==> src/rtl/core/bbsr_pkg.sv <==
`timescale 1ns / 1ps
`default_nettype none
// ----------------------------------------------------------------------------
// bbsr_pkg: shared types and constants for the bad block skip table
// Table geometry, word widths, status codes, sequencer states and the
// request bundle that drives the table RAM.
// ----------------------------------------------------------------------------
package bbsr_pkg;

    // Table geometry
    localparam int TABLE_DEPTH = 64;
    localparam int BLOCK_BITS  = 12;
    localparam int ADDR_W      = $clog2(TABLE_DEPTH);
    localparam int CNT_W       = $clog2(TABLE_DEPTH + 1);

    // Word field widths
    localparam int PHYS_W   = BLOCK_BITS + 1;
    localparam int STATUS_W = 3;
    localparam int COUNT_W  = 7;

    // Command codes
    localparam logic CMD_MAP  = 1'b0;
    localparam logic CMD_MARK = 1'b1;

    typedef logic [BLOCK_BITS-1:0] block_t;

    typedef enum logic [STATUS_W-1:0] {
        ST_MAPPED   = 3'd0,
        ST_INSERTED = 3'd1,
        ST_LISTED   = 3'd2,
        ST_FULL     = 3'd3,
        ST_BEYOND   = 3'd4
    } status_t;

    typedef enum logic [2:0] {
        S_IDLE,
        S_SCAN,
        S_SHIFT,
        S_PLACE,
        S_FIN
    } state_t;

    // One write port and one read port per cycle
    typedef struct packed {
        logic              wr_en;
        logic [ADDR_W-1:0] wr_addr;
        block_t            wr_data;
        logic [ADDR_W-1:0] rd_addr;
    } ram_req_t;

endpackage
`default_nettype wire

==> src/rtl/core/bbsr_if.sv <==
`timescale 1ns / 1ps
`default_nettype none
// ----------------------------------------------------------------------------
// bbsr_if: channel interfaces of the bad block skip table
// Request, response and configuration channels, each a valid/ready word
// channel with a source and a sink modport.
// ----------------------------------------------------------------------------

// Request channel: one command word
interface bbsr_req_if;
    import bbsr_pkg::*;
    logic   valid;
    logic   ready;
    logic   cmd;
    block_t block;

    modport source (output valid, output cmd, output block, input ready);
    modport sink   (input valid, input cmd, input block, output ready);
endinterface

// Response channel: one result word
interface bbsr_rsp_if;
    import bbsr_pkg::*;
    logic                valid;
    logic                ready;
    logic [PHYS_W-1:0]   physical_block;
    logic [STATUS_W-1:0] status;
    logic [COUNT_W-1:0]  bad_count;

    modport source (output valid, output physical_block, output status,
                    output bad_count, input ready);
    modport sink   (input valid, input physical_block, input status,
                    input bad_count, output ready);
endinterface

// Configuration channel: last usable block register
interface bbsr_cfg_if;
    import bbsr_pkg::*;
    logic   valid;
    logic   ready;
    block_t data;

    modport source (output valid, output data, input ready);
    modport sink   (input valid, input data, output ready);
endinterface
`default_nettype wire

==> src/rtl/core/bbsr_ram.sv <==
`timescale 1ns / 1ps
`default_nettype none
// ----------------------------------------------------------------------------
// bbsr_ram: bad block list storage
// Single write port, single read port, registered read data. Contents are
// undefined until written; the sequencer never reads past the fill count.
// ----------------------------------------------------------------------------
module bbsr_ram (
    input  wire logic              clk,
    input  wire bbsr_pkg::ram_req_t req,
    output bbsr_pkg::block_t       rd_data
);
    import bbsr_pkg::*;

    block_t mem [TABLE_DEPTH];
    block_t rd_data_reg;

    // Write port
    always_ff @(posedge clk)
    begin
        if (req.wr_en)
        begin
            mem[req.wr_addr] <= req.wr_data;
        end
    end

    // Registered read port
    always_ff @(posedge clk)
    begin
        rd_data_reg <= mem[req.rd_addr];
    end

    assign rd_data = rd_data_reg;

endmodule
`default_nettype wire

==> src/rtl/core/bad_block_skip_remap_table_top.sv <==
`timescale 1ns / 1ps
`default_nettype none
// ----------------------------------------------------------------------------
// bad_block_skip_remap_table_top: NAND bad block skip table
// Sorted list of bad blocks; maps logical blocks and inserts new bad blocks.
// ----------------------------------------------------------------------------
// Usage:
//   req  - command word {cmd, block}. cmd 0 maps a logical block, cmd 1 marks
//          a physical block bad. One word in flight; ready only when idle.
//   rsp  - one result word per command: physical block (mapped, or the
//          marked block echoed), status and the bad count after the command.
//   cfg  - last usable block register, always ready; write only when idle.
// Flow: one list entry per cycle through one RAM read port. A map scans the
//   whole list; a mark scans it and then, when it inserts, shifts the tail
//   up from the top entry and places the block. The next word is taken once
//   the sequencer is back in idle.
// Stall: the result sits in an output register; the next command is taken
//   while it waits, but a finished command holds until the register frees.
// Reset: list empty, last usable block 4095, no result pending. The list
//   RAM itself is not cleared; entries past the count are never read.
// ----------------------------------------------------------------------------
module bad_block_skip_remap_table_top (
    input  wire logic clk,
    input  wire logic rst_n,
    bbsr_req_if.sink   req,
    bbsr_rsp_if.source rsp,
    bbsr_cfg_if.sink   cfg
);
    import bbsr_pkg::*;

    // Control state
    state_t             state_reg,     state_next;
    logic               pend_reg,      pend_next;
    logic               out_valid_reg, out_valid_next;
    logic [CNT_W-1:0]   total_reg,     total_next;
    block_t             last_reg,      last_next;

    // Working registers
    logic               cmd_reg,       cmd_next;
    block_t             blk_reg,       blk_next;
    logic [PHYS_W-1:0]  v_reg,         v_next;
    logic [CNT_W-1:0]   idx_reg,       idx_next;
    logic [CNT_W-1:0]   pos_reg,       pos_next;
    logic               dup_reg,       dup_next;
    logic [ADDR_W-1:0]  wa_reg,        wa_next;
    status_t            status_reg,    status_next;

    // Output word
    logic [PHYS_W-1:0]  out_phys_reg,   out_phys_next;
    status_t            out_status_reg, out_status_next;
    logic [COUNT_W-1:0] out_count_reg,  out_count_next;

    ram_req_t           ram_req;
    block_t             rd_data;
    logic [CNT_W-1:0]   idx_dec;

    bbsr_ram u_ram (
        .clk     (clk),
        .req     (ram_req),
        .rd_data (rd_data)
    );

    assign idx_dec = idx_reg - 1'b1;

    // Ports
    assign req.ready          = (state_reg == S_IDLE);
    assign cfg.ready          = 1'b1;
    assign rsp.valid          = out_valid_reg;
    assign rsp.physical_block = out_phys_reg;
    assign rsp.status         = out_status_reg;
    assign rsp.bad_count      = out_count_reg;

    // Control registers
    always_ff @(posedge clk or negedge rst_n)
    begin
        if (!rst_n)
        begin
            state_reg     <= S_IDLE;
            pend_reg      <= 1'b0;
            out_valid_reg <= 1'b0;
            total_reg     <= '0;
            last_reg      <= block_t'(4095);
        end
        else
        begin
            state_reg     <= state_next;
            pend_reg      <= pend_next;
            out_valid_reg <= out_valid_next;
            total_reg     <= total_next;
            last_reg      <= last_next;
        end
    end

    // Payload registers
    always_ff @(posedge clk)
    begin
        cmd_reg        <= cmd_next;
        blk_reg        <= blk_next;
        v_reg          <= v_next;
        idx_reg        <= idx_next;
        pos_reg        <= pos_next;
        dup_reg        <= dup_next;
        wa_reg         <= wa_next;
        status_reg     <= status_next;
        out_phys_reg   <= out_phys_next;
        out_status_reg <= out_status_next;
        out_count_reg  <= out_count_next;
    end

    // Sequencer
    always_comb
    begin
        state_next      = state_reg;
        pend_next       = pend_reg;
        out_valid_next  = out_valid_reg;
        total_next      = total_reg;
        last_next       = last_reg;
        cmd_next        = cmd_reg;
        blk_next        = blk_reg;
        v_next          = v_reg;
        idx_next        = idx_reg;
        pos_next        = pos_reg;
        dup_next        = dup_reg;
        wa_next         = wa_reg;
        status_next     = status_reg;
        out_phys_next   = out_phys_reg;
        out_status_next = out_status_reg;
        out_count_next  = out_count_reg;

        ram_req.wr_en   = 1'b0;
        ram_req.wr_addr = wa_reg;
        ram_req.wr_data = rd_data;
        ram_req.rd_addr = idx_reg[ADDR_W-1:0];

        // config write
        if (cfg.valid)
        begin
            last_next = cfg.data;
        end

        // result taken
        if (out_valid_reg && rsp.ready)
        begin
            out_valid_next = 1'b0;
        end

        unique case (state_reg)
            S_IDLE:
            begin
                pend_next = 1'b0;
                if (req.valid)
                begin
                    cmd_next   = req.cmd;
                    blk_next   = req.block;
                    v_next     = {1'b0, req.block};
                    idx_next   = '0;
                    pos_next   = '0;
                    dup_next   = 1'b0;
                    state_next = S_SCAN;
                end
            end

            // walk the list in ascending order, one entry per cycle
            S_SCAN:
            begin
                if (pend_reg)
                begin
                    if (cmd_reg == CMD_MARK)
                    begin
                        if (rd_data == blk_reg)
                        begin
                            dup_next = 1'b1;
                        end
                        if (rd_data < blk_reg)
                        begin
                            pos_next = pos_reg + 1'b1;
                        end
                    end
                    else if ({1'b0, rd_data} <= v_reg)
                    begin
                        v_next = v_reg + 1'b1;
                    end
                end

                if (idx_reg < total_reg)
                begin
                    ram_req.rd_addr = idx_reg[ADDR_W-1:0];
                    idx_next        = idx_reg + 1'b1;
                    pend_next       = 1'b1;
                end
                else
                begin
                    pend_next = 1'b0;
                    if (!pend_reg)
                    begin
                        if (cmd_reg == CMD_MAP)
                        begin
                            status_next = (v_reg > {1'b0, last_reg}) ? ST_BEYOND
                                                                     : ST_MAPPED;
                            state_next  = S_FIN;
                        end
                        else if (dup_reg)
                        begin
                            status_next = ST_LISTED;
                            state_next  = S_FIN;
                        end
                        else if (total_reg == CNT_W'(TABLE_DEPTH))
                        begin
                            status_next = ST_FULL;
                            state_next  = S_FIN;
                        end
                        else
                        begin
                            idx_next   = total_reg;
                            state_next = S_SHIFT;
                        end
                    end
                end
            end

            // move the tail up one slot, top entry first
            S_SHIFT:
            begin
                if (pend_reg)
                begin
                    ram_req.wr_en   = 1'b1;
                    ram_req.wr_addr = wa_reg;
                    ram_req.wr_data = rd_data;
                end

                if (idx_reg > pos_reg)
                begin
                    ram_req.rd_addr = idx_dec[ADDR_W-1:0];
                    wa_next         = idx_reg[ADDR_W-1:0];
                    idx_next        = idx_dec;
                    pend_next       = 1'b1;
                end
                else
                begin
                    pend_next = 1'b0;
                    if (!pend_reg)
                    begin
                        state_next = S_PLACE;
                    end
                end
            end

            // drop the new block into its slot
            S_PLACE:
            begin
                ram_req.wr_en   = 1'b1;
                ram_req.wr_addr = pos_reg[ADDR_W-1:0];
                ram_req.wr_data = blk_reg;
                total_next      = total_reg + 1'b1;
                status_next     = ST_INSERTED;
                state_next      = S_FIN;
            end

            // hand the result to the output register once it is free
            S_FIN:
            begin
                if (!out_valid_reg || rsp.ready)
                begin
                    out_valid_next  = 1'b1;
                    out_phys_next   = v_reg;
                    out_status_next = status_reg;
                    out_count_next  = COUNT_W'(total_reg);
                    state_next      = S_IDLE;
                end
            end

            default:
            begin
                state_next = S_IDLE;
            end
        endcase
    end

endmodule
`default_nettype wire

==> src/flat_wrapper.sv <==
// flat-port wrapper written by rule: the top's interface ports become plain ports
module bad_block_skip_remap_table_top_flat import bbsr_pkg::*;
  (clk, rst_n, req_valid, req_cmd, req_block, req_ready, rsp_valid, rsp_physical_block, rsp_status, rsp_bad_count, rsp_ready, cfg_valid, cfg_data, cfg_ready);
  bbsr_req_if req_i ();
  bbsr_rsp_if rsp_i ();
  bbsr_cfg_if cfg_i ();
  input  wire logic clk;
  input  wire logic rst_n;
  input wire logic [$bits(req_i.valid)-1:0] req_valid;
  input wire logic [$bits(req_i.cmd)-1:0] req_cmd;
  input wire logic [$bits(req_i.block)-1:0] req_block;
  output wire logic [$bits(req_i.ready)-1:0] req_ready;
  output wire logic [$bits(rsp_i.valid)-1:0] rsp_valid;
  output wire logic [$bits(rsp_i.physical_block)-1:0] rsp_physical_block;
  output wire logic [$bits(rsp_i.status)-1:0] rsp_status;
  output wire logic [$bits(rsp_i.bad_count)-1:0] rsp_bad_count;
  input wire logic [$bits(rsp_i.ready)-1:0] rsp_ready;
  input wire logic [$bits(cfg_i.valid)-1:0] cfg_valid;
  input wire logic [$bits(cfg_i.data)-1:0] cfg_data;
  output wire logic [$bits(cfg_i.ready)-1:0] cfg_ready;
  assign req_i.valid = req_valid;
  assign req_i.cmd = req_cmd;
  assign req_i.block = req_block;
  assign req_ready = req_i.ready;
  assign rsp_valid = rsp_i.valid;
  assign rsp_physical_block = rsp_i.physical_block;
  assign rsp_status = rsp_i.status;
  assign rsp_bad_count = rsp_i.bad_count;
  assign rsp_i.ready = rsp_ready;
  assign cfg_i.valid = cfg_valid;
  assign cfg_i.data = cfg_data;
  assign cfg_ready = cfg_i.ready;
  bad_block_skip_remap_table_top u_core (.clk(clk), .rst_n(rst_n), .req(req_i), .rsp(rsp_i), .cfg(cfg_i));
endmodule
==> config.mk <==
export PLATFORM = sky130hd
export DESIGN_NAME = bad_block_skip_remap_table_top_flat
export DESIGN_NICKNAME = d
export VERILOG_FILES = /design/src/rtl/core/bbsr_pkg.sv /design/src/rtl/core/bbsr_if.sv /design/src/rtl/core/bbsr_ram.sv /design/src/rtl/core/bad_block_skip_remap_table_top.sv /design/src/flat_wrapper.sv
export SDC_FILE = /design/constraint.sdc
export NUM_CORES = 1
export LEC_CHECK = 0
export BUFFER_PORTS_ARGS = -buffer_cell sky130_fd_sc_hd__buf_2
export CAP_MARGIN = 5
export CORE_MARGIN = 3
export CORE_UTILIZATION = 59
export DETAILED_ROUTE_END_ITERATION = 8
export PLACE_DENSITY = 0.75
export SLEW_MARGIN = 15
export SYNTH_ARGS = -nofsm -noshare
export SYNTH_HDL_FRONTEND = slang
export SYNTH_SLANG_ARGS = --single-unit
==> constraint.sdc <==
create_clock -name clk -period 5.25 [get_ports clk]
set_input_delay 0 -clock clk [delete_from_list [all_inputs] [get_ports clk]]
set_output_delay 0 -clock clk [all_outputs]
set_load 0.03 [all_outputs]
==> impl_metrics.toml <==
[sta]
period_share = 0.874
setup_violations = 0
final.setup.tns_ns = 0
slew_violations = 0
hold_viol = 0
rsz0062_at_grt = "false"
layout_setup_ws_ns = 0.660
period_needed_ns = 4.59
fmax_mhz = 218
relSlewSlack = 0.183
skew_ns = 0.0269
fin_worst_hold_slack_ns = 0.0573
tightestPinTransition_ns = 1.22

[synthesis]
synth_warnings = 0
netlist_area_um2 = 38500
synthArstFlopShare = 0.0274
ys_types = 73
synth.most_common_cell = "edfxtp_1"
synth_common_cells = "841 x edfxtp_1, 292 x nand2_1, 199 x nor2_1"
synth_nets = 2804
synth_top_flop_cell = "edfxtp_1"
synth_top_area_frac = 0.656
syn_area_per_cell_um2 = 14.2
seq_area_frac_synth = 0.678
synth_edf_count = 841
synthTopCellsByArea = "edfxtp_1 66%, mux4_2 4.0%, nand2_1 2.8%, mux2i_1 2.8%, mux2_2 2.8%"
ys_seq_elements = 877
synth_cells = 2719
yosysTopAreaCell = "edfxtp_1"

[placed_design]
post-dp-hpwl_um = 64000
place.gp.congestion = 0.920
io_buffers = 54
placed_area_um2 = 40300
place_ws_ns = 0.798

[drt]
via_count = 25500
first_iter_violations = 3510
firstDrtPassIters = 9
wl_um = 106000
wire_per_inst_um = 27.9
drc_errors = 1
final_antenna_net_count = 0
via_per_inst = 6.71

[clocking]
post_cts_resized = 0
insertion_delay_ns = 0.65
cts_made_buffers = 89
post_cts_buffers = 0
postCtsHoldBufs = 52
clockBufferDepth = 3
clock_sinks = 877
cts-root-buf = "clkbuf_16"
cts.clk_slew.worst_paths_ns = 0.07
htree_levels = 3
cts_tree = "done"

[flow_run]
maxCapViolations = 0

[floorplanning]
io_pins = 56
core_um2 = 64500
initial_core_util = 0.597
die_height_um = 261
die_x_um = 261
die-area_um2 = 68300
rows = 93

[setup_path]
required_ns = 5.77
cp_top_family = "buffers and inverters"
cp-startpoint = "u_core.idx_reg[0]"
rr_worst_depth = 12
crit_path_max_fanout = 33
path_depth = 12
cp-end-kind = "register"
r2r_slack_ns = 0.66
max_stage_delay_ns = 0.71
setup.worst_path.class = "reg -> reg"
crit_chain = "clkinv_1 -> buf_4 -> ha_4 -> buf_4 -> nand2_1 -> nor2_1 -> a211oi_1 -> o221ai_1 -> a21oi_1 -> a2111oi_0 -> buf_4 -> nand4_1"
critPathBufInv = 4
crit_end = "u_core.u_ram.rd_data[3]"
crit_arrival_ns = 5.11
start_kind = "register"
reg2reg_from = "u_core.idx_reg[0]"
crit_top_cell = "buf_4"
slowest_stage = "nand2_1"
timing.rr.end = "u_core.u_ram.rd_data[3]"

[final_layout]
area_delta_synth_final_pct = 13.4
final_cell_area_um2 = 43600
layout.nets = 2947
drive_gt1_frac = 0.176
largest_reg_flops = 768

[power]
p_seq_frac = 0.378
p_clk_frac = 0.237
p_sw_uw = 9640
sw_frac_of_total = 0.378
intPower_uw = 15900
power_leakage_uw = 0.0148
irDropWorstVdd_mv = 0.455
power-per-cell-area_nw_per_um2 = 584
p_comb_frac = 0.386

[grt]
use_met1 = 0.421
top_usage_layer = "met2"
grt_use_total = 0.308
grt_pass1_wl_um = 157000
gr-total-overflow = 0
antenna_found_initial = 6
met2_usage = 0.492
grt.met3_usage = 0.0597
grt_pass1_vias = 25100
grt_max_degree = 144

[status]
outcome = "complete, but fails checks"
violations = "design-rule violations"

[hold_path]
hp-class = "in -> async"
==> stage by stage <==
step           cells  utilization  power, µW
6_report        3793        0.677      25500
5_1_grt         3792        0.677      26400
2_1_floorplan   2719            -      15900
3_3_place_gp    3572        0.625      19000
4_1_cts         3790        0.676      25200
3_5_place_dp    3572        0.625      19200
==> kinds of logic after synthesis <==
| kind of cell | synth area share |
|---|---|
| AOI/OAI and AO/OA | 0.0920 |
| xor gates and xnor gates | 0.00770 |
| adders and majority gates | 0.0179 |
| buffers and inverters | 0.0252 |
| DFF | 0.678 |
| muxes | 0.0959 |
| other | 0.0000974 |
| and+or+nand+nor | 0.0829 |
==> routing by layer <==
metal  vias up  wire, µm
met2      1593     50300
li1      10900         -
met4         2      4470
met5         -         9
met1     12700     40000
met3       278     11000
==> power by group through the flow <==
stage               logic [µW]  clock network (µW)  registers, µW
global route             10400                6360           9640
CTS                       9590                6060           9600
global placement          9230                   0           9720
finish                    9830                6030           9630
floorplan                 6130                   0           9760
detailed placement        9500                   0           9740
==> worst min-delay path by stage <==
stage                         endpoint  cells after the start    start  slack, ns
finish              u_core.last_reg[0]                      2    rst_n       0.06
global route            u_core.cmd_reg                      2  req_cmd       0.07
CTS                 u_core.last_reg[2]                      2    rst_n       0.03
detailed placement    u_core.rsp.valid                      1    rst_n       0.03
global placement      u_core.rsp.valid                      1    rst_n       0.02
floorplan              u_core.pend_reg                      0    rst_n      -0.30
==> area by class of cell <==
| cell class | count | area (µm²) |
|---|---|---|
| Timing Repair Buffer | 226 | 1790 |
| Sequential cell | 877 | 26100 |
| Antenna cell | 1 | 2.50 |
| Clock buffer | 120 | 2450 |
| Multi-Input combinational cell | 1607 | 11700 |
| Fill cell | 4282 | 20800 |
| Tap cell | 855 | 1070 |
| Clock inverter | 46 | 312 |
| Inverter | 61 | 234 |
==> cells in the final DEF (no fill, tap or decap), types with 30 or more instances in the layout <==
| cell type | instances |
|---|---|
| a21oi_1 | 57 |
| a31oi_1 | 30 |
| buf_2 | 54 |
| buf_4 | 113 |
| clkbuf_16 | 92 |
| dlygate4sd3_1 | 52 |
| edfxtp_1 | 841 |
| ha_1 | 54 |
| inv_1 | 59 |
| mux2_2 | 95 |
| mux2i_1 | 109 |
| mux4_2 | 68 |
| nand2_1 | 292 |
| nand3_1 | 79 |
| nand4_1 | 35 |
| nor2_1 | 191 |
| nor3_1 | 45 |
| o21ai_0 | 105 |
| o221ai_1 | 71 |
| o22ai_1 | 102 |
(Power assumes the default switching activity.)
